## src/design/mre_pkg.sv

```systemverilog
package mre_pkg;

  localparam int CFG_IDX_W  = 3;
  localparam int CFG_DATA_W = 9;

  localparam logic [CFG_IDX_W-1:0] CFG_REPORT_MODE      = 3'd0;
  localparam logic [CFG_IDX_W-1:0] CFG_MOTION_REPORTING = 3'd1;
  localparam logic [CFG_IDX_W-1:0] CFG_GRID_COLS        = 3'd2;
  localparam logic [CFG_IDX_W-1:0] CFG_GRID_ROWS        = 3'd3;
  localparam logic [CFG_IDX_W-1:0] CFG_OFFSET_X         = 3'd4;
  localparam logic [CFG_IDX_W-1:0] CFG_OFFSET_Y         = 3'd5;

  localparam logic [1:0] MODE_OFF = 2'd0;
  localparam logic [1:0] MODE_X10 = 2'd1;
  localparam logic [1:0] MODE_SGR = 2'd2;

  localparam logic [1:0] REQ_MOTION = 2'd0;
  localparam logic [1:0] REQ_DOWN   = 2'd1;
  localparam logic [1:0] REQ_UP     = 2'd2;

  localparam logic [8:0] GRID_COLS_RST = 9'd80;
  localparam logic [7:0] GRID_ROWS_RST = 8'd24;

  localparam int QDEPTH = 4;
  localparam int QPTR_W = 2;

  typedef struct packed {
    logic [1:0] report_mode;
    logic       motion_reporting;
    logic [8:0] grid_cols;
    logic [7:0] grid_rows;
    logic [3:0] offset_x;
    logic [4:0] offset_y;
  } cfg_t;

  typedef struct packed {
    logic [3:0] t;
    logic [3:0] o;
  } dig2_t;

  typedef struct packed {
    logic [2:0] h;
    logic [3:0] t;
    logic [3:0] o;
  } dec_t;

  typedef struct packed {
    logic       sgr;
    logic       up;
    logic [6:0] code;
    logic [8:0] col;
    logic [7:0] row;
    dec_t       col_dec;
    dec_t       row_dec;
  } rep_t;

  function automatic dig2_t split_tens(input logic [6:0] v);
    dig2_t      d;
    logic [6:0] tv;
    d.t = '0;
    for (int k = 1; k < 10; k++) begin
      if (v >= 7'(10 * k)) begin
        d.t = 4'(k);
      end
    end
    tv  = 7'({d.t, 3'b000}) + 7'({d.t, 1'b0});
    d.o = 4'(v - tv);
    return d;
  endfunction

endpackage

```

## src/design/mre_front.sv

```systemverilog
module mre_front #(
  parameter int CELL_W = 8,
  parameter int CELL_H = 16
) (
  input  logic                clk,
  input  logic                rst_n,
  input  mre_pkg::cfg_t       cfg,
  input  logic                push,
  output logic                full,
  input  logic [1:0]          req_type,
  input  logic [2:0]          button_number,
  input  logic [11:0]         pixel_x,
  input  logic [11:0]         pixel_y,
  output logic                q_push,
  input  logic                q_full,
  output mre_pkg::rep_t       q_data
);

  localparam logic [24:0] RECIP_X = 25'((32'd1 << 24) / CELL_W);
  localparam logic [24:0] RECIP_Y = 25'((32'd1 << 24) / CELL_H);

  localparam logic [2:0] BTN_MIDDLE     = 3'd2;
  localparam logic [2:0] BTN_RIGHT      = 3'd3;
  localparam logic [2:0] BTN_WHEEL_UP   = 3'd4;
  localparam logic [2:0] BTN_WHEEL_DOWN = 3'd5;

  localparam logic [6:0] CODE_LEFT       = 7'd0;
  localparam logic [6:0] CODE_MIDDLE     = 7'd1;
  localparam logic [6:0] CODE_RIGHT      = 7'd2;
  localparam logic [6:0] CODE_WHEEL_UP   = 7'd64;
  localparam logic [6:0] CODE_WHEEL_DOWN = 7'd65;
  localparam logic [6:0] CODE_MOTION     = 7'd32;

  typedef struct packed {
    logic [2:0] h;
    logic [6:0] rem;
  } hund_t;

  function automatic hund_t split_hund(input logic [9:0] v);
    hund_t      r;
    logic [9:0] sub;
    r.h = '0;
    sub = '0;
    for (int k = 1; k < 6; k++) begin
      if (v >= 10'(100 * k)) begin
        r.h = 3'(k);
        sub = 10'(100 * k);
      end
    end
    r.rem = 7'(v - sub);
    return r;
  endfunction

  function automatic logic [6:0] button_code(input logic [2:0] b);
    logic [6:0] c;
    case (b)
      BTN_MIDDLE:     c = CODE_MIDDLE;
      BTN_RIGHT:      c = CODE_RIGHT;
      BTN_WHEEL_UP:   c = CODE_WHEEL_UP;
      BTN_WHEEL_DOWN: c = CODE_WHEEL_DOWN;
      default:        c = CODE_LEFT;
    endcase
    return c;
  endfunction

  logic        s1_v_r, s2_v_r, s3_v_r, s4_v_r;
  logic [1:0]  s1_req_r, s2_req_r, s3_req_r, s4_req_r;
  logic [2:0]  s1_btn_r, s2_btn_r, s3_btn_r, s4_btn_r;
  logic [11:0] s1_dx_r, s1_dy_r, s2_dx_r, s2_dy_r;
  logic [11:0] s2_qx_r, s2_qy_r;
  logic [8:0]  s3_col_r, s4_col_r;
  logic [7:0]  s3_row_r, s4_row_r;
  hund_t       s4_chd_r, s4_rhd_r;

  logic [2:0]  held_r, held_nxt;
  logic [8:0]  last_col_r, last_col_nxt;
  logic [7:0]  last_row_r, last_row_nxt;
  logic        lpv_r, lpv_nxt;

  logic        adv, fire, emit;
  logic [11:0] dx_nxt, dy_nxt;
  logic [36:0] px_prod, py_prod;
  logic [16:0] cx_prod, cy_prod, rx, ry;
  logic [12:0] qx, qy;
  logic [8:0]  col_nxt;
  logic [7:0]  row_nxt;
  logic        motion, down, up, same, active_motion, report_ok, mode_ok;
  logic [2:0]  btn_eff;
  logic [6:0]  code;
  mre_pkg::dig2_t col_lo, row_lo;

  assign dx_nxt = (pixel_x >= 12'(cfg.offset_x)) ? pixel_x - 12'(cfg.offset_x) : '0;
  assign dy_nxt = (pixel_y >= 12'(cfg.offset_y)) ? pixel_y - 12'(cfg.offset_y) : '0;

  assign px_prod = 37'(s1_dx_r) * 37'(RECIP_X);
  assign py_prod = 37'(s1_dy_r) * 37'(RECIP_Y);

  assign cx_prod = 17'(s2_qx_r) * 17'(CELL_W);
  assign cy_prod = 17'(s2_qy_r) * 17'(CELL_H);
  assign rx      = 17'(s2_dx_r) - cx_prod;
  assign ry      = 17'(s2_dy_r) - cy_prod;
  assign qx      = 13'(s2_qx_r) + 13'(rx >= 17'(CELL_W));
  assign qy      = 13'(s2_qy_r) + 13'(ry >= 17'(CELL_H));
  assign col_nxt = (qx > 13'(cfg.grid_cols)) ? cfg.grid_cols : qx[8:0];
  assign row_nxt = (qy > 13'(cfg.grid_rows)) ? cfg.grid_rows : qy[7:0];

  assign motion  = (s4_req_r == mre_pkg::REQ_MOTION);
  assign down    = (s4_req_r == mre_pkg::REQ_DOWN);
  assign up      = (s4_req_r == mre_pkg::REQ_UP);
  assign btn_eff = motion ? held_r : s4_btn_r;
  assign code    = button_code(btn_eff) + (motion ? CODE_MOTION : 7'd0);
  assign same    = lpv_r && (s4_col_r == last_col_r) && (s4_row_r == last_row_r);
  assign active_motion = motion && (held_r != 3'd0) && !same;
  assign report_ok = motion ? (active_motion && cfg.motion_reporting) : 1'b1;

  always_comb begin
    case (cfg.report_mode)
      mre_pkg::MODE_X10: mode_ok = down || motion;
      mre_pkg::MODE_SGR: mode_ok = down || up || motion;
      default:           mode_ok = 1'b0;
    endcase
  end

  assign emit = report_ok && mode_ok;
  assign fire = s4_v_r && (!emit || !q_full);
  assign adv  = !s4_v_r || fire;
  assign full = !adv;

  assign q_push = fire && emit;
  assign col_lo = mre_pkg::split_tens(s4_chd_r.rem);
  assign row_lo = mre_pkg::split_tens(s4_rhd_r.rem);

  always_comb begin
    q_data.sgr       = (cfg.report_mode == mre_pkg::MODE_SGR);
    q_data.up        = up;
    q_data.code      = code;
    q_data.col       = s4_col_r;
    q_data.row       = s4_row_r;
    q_data.col_dec.h = s4_chd_r.h;
    q_data.col_dec.t = col_lo.t;
    q_data.col_dec.o = col_lo.o;
    q_data.row_dec.h = s4_rhd_r.h;
    q_data.row_dec.t = row_lo.t;
    q_data.row_dec.o = row_lo.o;
  end

  always_comb begin
    held_nxt     = held_r;
    last_col_nxt = last_col_r;
    last_row_nxt = last_row_r;
    lpv_nxt      = lpv_r;
    if (fire) begin
      if (motion) begin
        if (active_motion) begin
          last_col_nxt = s4_col_r;
          last_row_nxt = s4_row_r;
          lpv_nxt      = 1'b1;
        end
      end else if (down) begin
        if (held_r == 3'd0) begin
          held_nxt = s4_btn_r;
        end
        lpv_nxt = 1'b0;
      end else begin
        held_nxt = '0;
        lpv_nxt  = 1'b0;
      end
    end
  end

  always_ff @(posedge clk) begin
    if (!rst_n) begin
      s1_v_r     <= 1'b0;
      s2_v_r     <= 1'b0;
      s3_v_r     <= 1'b0;
      s4_v_r     <= 1'b0;
      held_r     <= '0;
      last_col_r <= '0;
      last_row_r <= '0;
      lpv_r      <= 1'b0;
    end else begin
      if (adv) begin
        s1_v_r <= push;
        s2_v_r <= s1_v_r;
        s3_v_r <= s2_v_r;
        s4_v_r <= s3_v_r;
      end
      held_r     <= held_nxt;
      last_col_r <= last_col_nxt;
      last_row_r <= last_row_nxt;
      lpv_r      <= lpv_nxt;
    end
  end

  always_ff @(posedge clk) begin
    if (adv) begin
      s1_req_r <= req_type;
      s1_btn_r <= button_number;
      s1_dx_r  <= dx_nxt;
      s1_dy_r  <= dy_nxt;
      s2_req_r <= s1_req_r;
      s2_btn_r <= s1_btn_r;
      s2_dx_r  <= s1_dx_r;
      s2_dy_r  <= s1_dy_r;
      s2_qx_r  <= px_prod[35:24];
      s2_qy_r  <= py_prod[35:24];
      s3_req_r <= s2_req_r;
      s3_btn_r <= s2_btn_r;
      s3_col_r <= col_nxt;
      s3_row_r <= row_nxt;
      s4_req_r <= s3_req_r;
      s4_btn_r <= s3_btn_r;
      s4_col_r <= s3_col_r;
      s4_row_r <= s3_row_r;
      s4_chd_r <= split_hund(10'(s3_col_r) + 10'd1);
      s4_rhd_r <= split_hund(10'(s3_row_r) + 10'd1);
    end
  end

endmodule

```

## src/design/mre_fifo.sv

```systemverilog
module mre_fifo (
  input  logic          clk,
  input  logic          rst_n,
  input  logic          wr_en,
  input  mre_pkg::rep_t wr_data,
  output logic          full,
  input  logic          rd_en,
  output mre_pkg::rep_t rd_data,
  output logic          empty
);

  mre_pkg::rep_t                  mem_r [mre_pkg::QDEPTH];
  logic [mre_pkg::QPTR_W-1:0]     wr_ptr_r, rd_ptr_r;
  logic [mre_pkg::QPTR_W:0]       count_r;
  logic                           wr, rd;

  assign full    = (count_r == (mre_pkg::QPTR_W + 1)'(mre_pkg::QDEPTH));
  assign empty   = (count_r == '0);
  assign wr      = wr_en && !full;
  assign rd      = rd_en && !empty;
  assign rd_data = mem_r[rd_ptr_r];

  always_ff @(posedge clk) begin
    if (!rst_n) begin
      wr_ptr_r <= '0;
      rd_ptr_r <= '0;
      count_r  <= '0;
    end else begin
      if (wr) begin
        wr_ptr_r <= wr_ptr_r + 1'b1;
      end
      if (rd) begin
        rd_ptr_r <= rd_ptr_r + 1'b1;
      end
      if (wr && !rd) begin
        count_r <= count_r + 1'b1;
      end else if (rd && !wr) begin
        count_r <= count_r - 1'b1;
      end
    end
  end

  always_ff @(posedge clk) begin
    if (wr) begin
      mem_r[wr_ptr_r] <= wr_data;
    end
  end

endmodule

```

## src/design/mre_back.sv

```systemverilog
module mre_back (
  input  logic          clk,
  input  logic          rst_n,
  input  logic          q_empty,
  input  mre_pkg::rep_t q_data,
  output logic          q_pop,
  output logic          empty,
  input  logic          pop,
  output logic [7:0]    report_byte,
  output logic          last_byte
);

  localparam logic [7:0] CH_ESC    = 8'h1B;
  localparam logic [7:0] CH_LBRACK = 8'h5B;
  localparam logic [7:0] CH_LT     = 8'h3C;
  localparam logic [7:0] CH_UPPER_M = 8'h4D;
  localparam logic [7:0] CH_LOWER_M = 8'h6D;
  localparam logic [7:0] CH_SEMI   = 8'h3B;
  localparam logic [7:0] CH_ZERO   = 8'h30;
  localparam logic [7:0] X10_CODE_BIAS = 8'd32;
  localparam logic [7:0] X10_POS_BIAS  = 8'd33;

  typedef enum logic [13:0] {
    ST_ESC   = 14'b00000000000001,
    ST_BRK   = 14'b00000000000010,
    ST_LEAD  = 14'b00000000000100,
    ST_CODE_T = 14'b00000000001000,
    ST_CODE_O = 14'b00000000010000,
    ST_SEP1  = 14'b00000000100000,
    ST_COL_H = 14'b00000001000000,
    ST_COL_T = 14'b00000010000000,
    ST_COL_O = 14'b00000100000000,
    ST_SEP2  = 14'b00001000000000,
    ST_ROW_H = 14'b00010000000000,
    ST_ROW_T = 14'b00100000000000,
    ST_ROW_O = 14'b01000000000000,
    ST_TERM  = 14'b10000000000000
  } step_t;

  step_t          step_r, step_nxt;
  mre_pkg::rep_t  cur_r;
  mre_pkg::dig2_t code_dig_r;
  logic           cur_v_r;
  logic           out_v_r;
  logic [7:0]     out_byte_r;
  logic           out_last_r;

  logic           produce, load, out_take;
  logic [7:0]     byte_nxt;
  logic           last_nxt;

  assign out_take    = pop && out_v_r;
  assign produce     = cur_v_r && (!out_v_r || out_take);
  assign load        = !q_empty && (!cur_v_r || (produce && last_nxt));
  assign q_pop       = load;
  assign empty       = !out_v_r;
  assign report_byte = out_byte_r;
  assign last_byte   = out_last_r;

  always_comb begin
    byte_nxt = CH_ESC;
    last_nxt = 1'b0;
    step_nxt = step_r;
    case (step_r)
      ST_ESC: begin
        byte_nxt = CH_ESC;
        step_nxt = ST_BRK;
      end
      ST_BRK: begin
        byte_nxt = CH_LBRACK;
        step_nxt = ST_LEAD;
      end
      ST_LEAD: begin
        byte_nxt = cur_r.sgr ? CH_LT : CH_UPPER_M;
        step_nxt = (cur_r.sgr && code_dig_r.t != 4'd0) ? ST_CODE_T : ST_CODE_O;
      end
      ST_CODE_T: begin
        byte_nxt = CH_ZERO + 8'(code_dig_r.t);
        step_nxt = ST_CODE_O;
      end
      ST_CODE_O: begin
        byte_nxt = cur_r.sgr ? CH_ZERO + 8'(code_dig_r.o) : 8'(cur_r.code) + X10_CODE_BIAS;
        step_nxt = cur_r.sgr ? ST_SEP1 : ST_COL_O;
      end
      ST_SEP1: begin
        byte_nxt = CH_SEMI;
        if (cur_r.col_dec.h != 3'd0) begin
          step_nxt = ST_COL_H;
        end else if (cur_r.col_dec.t != 4'd0) begin
          step_nxt = ST_COL_T;
        end else begin
          step_nxt = ST_COL_O;
        end
      end
      ST_COL_H: begin
        byte_nxt = CH_ZERO + 8'(cur_r.col_dec.h);
        step_nxt = ST_COL_T;
      end
      ST_COL_T: begin
        byte_nxt = CH_ZERO + 8'(cur_r.col_dec.t);
        step_nxt = ST_COL_O;
      end
      ST_COL_O: begin
        byte_nxt = cur_r.sgr ? CH_ZERO + 8'(cur_r.col_dec.o) : cur_r.col[7:0] + X10_POS_BIAS;
        step_nxt = cur_r.sgr ? ST_SEP2 : ST_ROW_O;
      end
      ST_SEP2: begin
        byte_nxt = CH_SEMI;
        if (cur_r.row_dec.h != 3'd0) begin
          step_nxt = ST_ROW_H;
        end else if (cur_r.row_dec.t != 4'd0) begin
          step_nxt = ST_ROW_T;
        end else begin
          step_nxt = ST_ROW_O;
        end
      end
      ST_ROW_H: begin
        byte_nxt = CH_ZERO + 8'(cur_r.row_dec.h);
        step_nxt = ST_ROW_T;
      end
      ST_ROW_T: begin
        byte_nxt = CH_ZERO + 8'(cur_r.row_dec.t);
        step_nxt = ST_ROW_O;
      end
      ST_ROW_O: begin
        byte_nxt = cur_r.sgr ? CH_ZERO + 8'(cur_r.row_dec.o) : cur_r.row + X10_POS_BIAS;
        last_nxt = !cur_r.sgr;
        step_nxt = cur_r.sgr ? ST_TERM : ST_ESC;
      end
      ST_TERM: begin
        byte_nxt = cur_r.up ? CH_LOWER_M : CH_UPPER_M;
        last_nxt = 1'b1;
        step_nxt = ST_ESC;
      end
      default: begin
        byte_nxt = CH_ESC;
        step_nxt = ST_ESC;
      end
    endcase
  end

  always_ff @(posedge clk) begin
    if (!rst_n) begin
      step_r  <= ST_ESC;
      cur_v_r <= 1'b0;
      out_v_r <= 1'b0;
    end else begin
      if (load) begin
        step_r <= ST_ESC;
      end else if (produce) begin
        step_r <= step_nxt;
      end
      if (load) begin
        cur_v_r <= 1'b1;
      end else if (produce && last_nxt) begin
        cur_v_r <= 1'b0;
      end
      if (produce) begin
        out_v_r <= 1'b1;
      end else if (out_take) begin
        out_v_r <= 1'b0;
      end
    end
  end

  always_ff @(posedge clk) begin
    if (load) begin
      cur_r      <= q_data;
      code_dig_r <= mre_pkg::split_tens(q_data.code);
    end
    if (produce) begin
      out_byte_r <= byte_nxt;
      out_last_r <= last_nxt;
    end
  end

endmodule

```

## src/design/mouse_report_encoder_unit.sv

```systemverilog
// Mouse report encoder. Mouse events enter on the input queue port: an event
// transfers on a clock edge with push high and full low. Report bytes leave on
// the output queue port: the oldest byte is shown while empty is low and
// transfers on an edge with pop high. The final byte of each report has
// out_last_byte set. The user must write the registers through cfg_write_en,
// cfg_index and cfg_wdata only while no event is in flight; the block does not
// enforce this. A four-stage front pipeline computes the cell and decides
// whether to report; it takes one event per cycle until the four-entry report
// queue fills. The back end sends one byte per cycle while the receiver pops:
// six bytes for an X10 report and 9 to 14 for an SGR report, so reporting
// events are paced by the back end; events that give no report never enter
// the queue. An event reaches the output via the stages, the queue and cur_r.
// When the receiver stalls, the output register holds its byte, the queue
// fills and full rises. Reset empties all stages and the queue, forgets the
// held button and the last cell, and loads the register reset values.
module mouse_report_encoder_unit #(
  parameter int CELL_W = 8,
  parameter int CELL_H = 16
) (
  input  logic                            clk,
  input  logic                            rst_n,
  input  logic                            push,
  output logic                            full,
  input  logic [1:0]                      in_req_type,
  input  logic [2:0]                      in_button_number,
  input  logic [11:0]                     in_pixel_x,
  input  logic [11:0]                     in_pixel_y,
  output logic                            empty,
  input  logic                            pop,
  output logic [7:0]                      out_report_byte,
  output logic                            out_last_byte,
  input  logic                            cfg_write_en,
  input  logic [mre_pkg::CFG_IDX_W-1:0]   cfg_index,
  input  logic [mre_pkg::CFG_DATA_W-1:0]  cfg_wdata
);

  mre_pkg::cfg_t cfg_r;
  mre_pkg::rep_t fq_data, qb_data;
  logic          fq_push, fq_full, qb_pop, qb_empty;

  always_ff @(posedge clk) begin
    if (!rst_n) begin
      cfg_r.report_mode      <= mre_pkg::MODE_OFF;
      cfg_r.motion_reporting <= 1'b0;
      cfg_r.grid_cols        <= mre_pkg::GRID_COLS_RST;
      cfg_r.grid_rows        <= mre_pkg::GRID_ROWS_RST;
      cfg_r.offset_x         <= '0;
      cfg_r.offset_y         <= '0;
    end else if (cfg_write_en) begin
      case (cfg_index)
        mre_pkg::CFG_REPORT_MODE:      cfg_r.report_mode      <= cfg_wdata[1:0];
        mre_pkg::CFG_MOTION_REPORTING: cfg_r.motion_reporting <= cfg_wdata[0];
        mre_pkg::CFG_GRID_COLS:        cfg_r.grid_cols        <= cfg_wdata[8:0];
        mre_pkg::CFG_GRID_ROWS:        cfg_r.grid_rows        <= cfg_wdata[7:0];
        mre_pkg::CFG_OFFSET_X:         cfg_r.offset_x         <= cfg_wdata[3:0];
        mre_pkg::CFG_OFFSET_Y:         cfg_r.offset_y         <= cfg_wdata[4:0];
        default: ;
      endcase
    end
  end

  mre_front #(
    .CELL_W (CELL_W),
    .CELL_H (CELL_H)
  ) u_front (
    .clk           (clk),
    .rst_n         (rst_n),
    .cfg           (cfg_r),
    .push          (push),
    .full          (full),
    .req_type      (in_req_type),
    .button_number (in_button_number),
    .pixel_x       (in_pixel_x),
    .pixel_y       (in_pixel_y),
    .q_push        (fq_push),
    .q_full        (fq_full),
    .q_data        (fq_data)
  );

  mre_fifo u_fifo (
    .clk     (clk),
    .rst_n   (rst_n),
    .wr_en   (fq_push),
    .wr_data (fq_data),
    .full    (fq_full),
    .rd_en   (qb_pop),
    .rd_data (qb_data),
    .empty   (qb_empty)
  );

  mre_back u_back (
    .clk         (clk),
    .rst_n       (rst_n),
    .q_empty     (qb_empty),
    .q_data      (qb_data),
    .q_pop       (qb_pop),
    .empty       (empty),
    .pop         (pop),
    .report_byte (out_report_byte),
    .last_byte   (out_last_byte)
  );

endmodule

```

## config.mk

```make
export PLATFORM = sky130hd
export DESIGN_NAME = mouse_report_encoder_unit
export DESIGN_NICKNAME = d
export VERILOG_FILES = /design/src/design/mre_pkg.sv /design/src/design/mre_front.sv /design/src/design/mre_fifo.sv /design/src/design/mre_back.sv /design/src/design/mouse_report_encoder_unit.sv
export SDC_FILE = /design/constraint.sdc
export NUM_CORES = 1
export LEC_CHECK = 0
export CAP_MARGIN = 30
export CORE_ASPECT_RATIO = 1.4
export CORE_UTILIZATION = 57
export CTS_CLUSTER_SIZE = 14
export DETAILED_ROUTE_END_ITERATION = 8
export DONT_BUFFER_PORTS = 1
export GPL_ROUTABILITY_DRIVEN = 0
export PLACE_DENSITY = 0.75
export SLEW_MARGIN = 20
export SYNTH_ARGS = -nofsm -noshare
export SYNTH_HDL_FRONTEND = slang
export SYNTH_SLANG_ARGS = --single-unit
export TNS_END_PERCENT = 100
```

## constraint.sdc

```tcl
create_clock -name clk -period 4.35 [get_ports clk]
set_clock_uncertainty 0.1 [all_clocks]
set_input_delay 0 -clock clk [delete_from_list [all_inputs] [get_ports clk]]
set_output_delay 0 -clock clk [all_outputs]
set_load 0.1 [all_outputs]
```

==> impl_metrics.py <==
metrics = {
    "synth": {
        "ys.flop_type": "edfxtp_1",
        "synth_top_area_frac": 0.549,
        "synth.top_cells.by_count": "edfxtp_1 (344), nand2_1 (98), dfxtp_1 (79), nor2_1 (73), inv_1 (71)",
        "yosysMostFrequentCell": "edfxtp_1",
        "ys_ff_latch": 423,
        "synth_compound_area_frac": 0.0740,
        "synth_largest_area_cell": "edfxtp_1",
        "synthAdderAreaFrac": 0.0443,
        "ys_seq_area_frac": 0.633,
        "synth.avg_cell_area_sq_um": 13.9,
        "synth.area.mux_share": 0.0801,
        "synth_area_leaders": "edfxtp_1 (55%), dfxtp_1 (8.4%), mux4_2 (5.3%)",
        "synth-async-reset-ratio": 0,
        "synth-simple-area-share": 0.111,
        "netlist_area_sq_um": 18800,
        "yosys.area_share.xor_xnor": 0.0321,
        "synth.distinct_cells": 83,
        "synth_top_family_by_area": "simple AND/OR/NAND/NOR gates",
        "synth_edf_count": 344,
        "syn_inst": 1358,
        "yosysWarnings": 0,
        "synthesis.nets": 1468,
    },
    "worst_setup_path": {
        "crit_family": "compound AO/OA/AOI/OAI gates",
        "r2r_cells": 15,
        "r2r_end": "u_front.s4_chd_r[6]",
        "cp_num_cells": 15,
        "critPathMaxStageDelay_ns": 0.54,
        "reg2reg_from": "u_front.s3_col_r[0]",
        "critical_path_required_ns": 4.52,
        "rrSetupSlack_ns": 0.41,
        "crit_chain": "ha_1, a21boi_0, nand4b_1, o211ai_1, a21oi_1, o21bai_1, nand3_1, nand2_1, ha_1, inv_1, fa_1, a21oi_1, nand4_1, a32oi_1, xnor2_1",
        "worstSetupPathType": "flip-flop to flip-flop",
        "startpoint_type": "flip-flop",
        "cp_data_arrival_time_ns": 4.12,
        "crit_fanout": 15,
        "critPathBufInv": 1,
        "cp-end-kind": "flip-flop",
        "cp_slowest_cell": "ha_1",
    },
    "power": {
        "seq_power_share": 0.509,
        "p_per_area_nw_per_um2": 535,
        "swShare": 0.289,
        "p_switching_w": 0.00331,
        "share_comb_of_total_power": 0.199,
        "p_int_w": 0.00815,
        "ir_drop_v": 0.000362,
        "leakage_nw": 7.62,
        "p_clk_frac": 0.292,
    },
    "die": {
        "start_util": 0.579,
        "ios": 57,
        "dieArea_sq_um": 33800,
        "num_rows": 78,
        "core_sq_um": 32500,
        "die_y_microns": 217,
        "die_x_microns": 156,
    },
    "cts": {
        "cts.sinks": 423,
        "cts_hold_buf": 81,
        "clock-root-buffer": "clkbuf_16",
        "cts_setup_buffers": 0,
        "htree_levels": 2,
        "post_cts_resized": 0,
        "cts_tree": "built",
        "clk_pin_slew_ns": 0.06,
        "clk-insertion-delay-late_ns": 0.53,
        "cts_made_buffers": 40,
        "clockBufferDepth": 3,
    },
    "grt": {
        "antenna_found_initial": 0,
        "track_usage": 0.224,
        "grt_pass1_vias": 11400,
        "grt-ovfl-total": 0,
        "grt_max_degree": 69,
        "grt_pass1_wl_microns": 58500,
    },
    "flow_run": {
        "cap_violations": 0,
    },
    "placed_design": {
        "place_ws_ns": 0.494,
        "numPortBuffers": 0,
        "dp_hpwl_microns": 23300,
    },
    "drt": {
        "viasPerCell": 5.82,
        "num_vias": 11200,
        "wl_per_cell_microns": 19.0,
        "drt_wl_total_microns": 36400,
        "first_iter_violations": 709,
        "drt_first_pass_iters": 5,
        "postRouteAntennaNets": 0,
        "drc": 0,
    },
    "final_layout": {
        "seq_area_sq_um": 11900,
        "drive_above_1_share": 0.118,
        "area_growth_syn_to_layout_pct": 13.7,
        "antenna_cells": 0,
        "n_fill_cell": 2249,
        "final_nets": 1559,
        "multiInputGateArea_sq_um": 6440,
    },
    "sta": {
        "max_slew_margin": 0.401,
        "fmax_mhz": 254,
        "worst_slew_pin_slew_ns": 0.887,
        "setup_tns_ns": 0,
        "min_period_ns": 3.94,
        "final.period_utilization": 0.906,
        "fin_ws_ns": 0.408,
        "setup-violations-final": 0,
        "final_hold_viol_count": 0,
        "rsz0062_at_grt": "false",
        "slew_viol_final": 0,
    },
    "worst_hold_path": {
        "hold_depth": 3,
        "worst_hold_path.endpoint": "cfg_r[12]",
        "hold_start": "cfg_wdata[3]",
        "hold_class": "input port to flip-flop",
    },
    "status": {
        "status": "finished, final reports clean",
    },
}
==> registers in the layout, summed over array words and instances, names as in the netlist, 8 cells and up, named ones only <==
register and cells:
cfg_r 29, u_back.cur_r 44, u_back.report_byte 8, u_back.step_r 14, u_fifo.mem_r 176, u_front.last_col_r 9
u_front.last_row_r 8, u_front.s1_dx_r 9, u_front.s1_dy_r 8, u_front.s2_dx_r 9, u_front.s2_dy_r 8, u_front.s3_col_r 9
u_front.s3_row_r 8, u_front.s4_col_r 9, u_front.s4_row_r 8
==> routing by layer <==
metal	routed length (microns)	vias to the layer above	GRT usage
li1	-	5271	-
met1	13900	5507	0.252
met2	19800	309	0.421
met3	1380	88	0.0293
met4	1320	0	0.0935
met5	0	-	0
==> power by group through the flow <==
stage          registers (W)  logic [W]  clock network (W)
5_1_grt              0.00589    0.00252            0.00356
2_1_floorplan        0.00564    0.00182                  0
4_1_cts              0.00583    0.00229            0.00341
3_3_place_gp         0.00588    0.00209                  0
3_5_place_dp         0.00591    0.00217                  0
6_report             0.00583    0.00229            0.00335
==> cell families after synthesis <==
| kind of cell | Yosys count |
|---|---|
| simple gates | 385 |
| compound gates | 205 |
| fa+ha+maj | 65 |
| buf+inv | 118 |
| xor+xnor | 69 |
| flops | 423 |
| mux | 93 |
==> cell usage in the layout (no fill, tap or decap), drive strengths merged, types with 6 or more instances in the layout <==
cell type	Yosys	routed
a211oi	6	6
a21boi	21	21
a21o	9	9
a21oi	43	43
a22oi	14	14
a31oi	6	6
and2	12	12
and3	12	12
buf	17	15
clkbuf	29	56
clkinv	0	13
dfxtp	79	79
dlygate4sd3	0	80
edfxtp	344	344
ha	61	61
inv	72	72
mux2	21	21
mux2i	28	28
mux4	44	44
nand2	99	99
nand2b	13	13
nand3	38	38
nand3b	7	7
nand4	14	14
nor2	73	73
nor2b	44	44
nor3	23	23
nor3b	11	11
nor4	11	11
o211ai	12	12
o21a	13	13
o21ai	38	38
o31ai	6	6
or3	6	6
xnor2	39	39
xor2	30	30
==> area by class of cell <==
class,count,share of cell area
repair buffers,95,0.0448
well taps,440,0.0257
clock inverters,16,0.00584
flip-flops and latches,423,0.556
multi-input cells,817,0.301
clock buffers,56,0.0534
inverters,72,0.0128
==> metrics by stage <==
stage	area [sq um]	instances	hold WS (ns)	power (W)	util
global route	21400	1919	0.0779	0.0120	0.659
global placement	19300	1766	-0.00247	0.00797	0.594
CTS	21400	1919	0.00566	0.0115	0.659
floorplan	18800	1358	-0.00113	0.00745	-
detailed placement	19300	1766	-0.00107	0.00808	0.594
finish	21400	1919	0.0478	0.0115	0.659
==> how the worst max path moves through the flow <==
stage / from / endpoint / slack, ns
floorplan: u_front.s4_req_r[0] / u_front.q_data[10] / 0.02
global placement: u_front.s3_col_r[0] / u_front.s4_chd_r[6] / 0.57
detailed placement: u_front.s3_col_r[0] / u_front.s4_chd_r[6] / 0.49
CTS: u_front.s3_col_r[0] / u_front.s4_chd_r[6] / 0.45
global route: u_front.s3_col_r[0] / u_front.s4_chd_r[6] / 0.15
finish: u_front.s3_col_r[0] / u_front.s4_chd_r[6] / 0.41
==> tightest hold or removal path: stages <==
cell and delay (ns):
nand2_1 0.03, o211ai_1 0.07, dlygate4sd3_1 0.54
No activity file was read; power rests on OpenSTA's default activity.
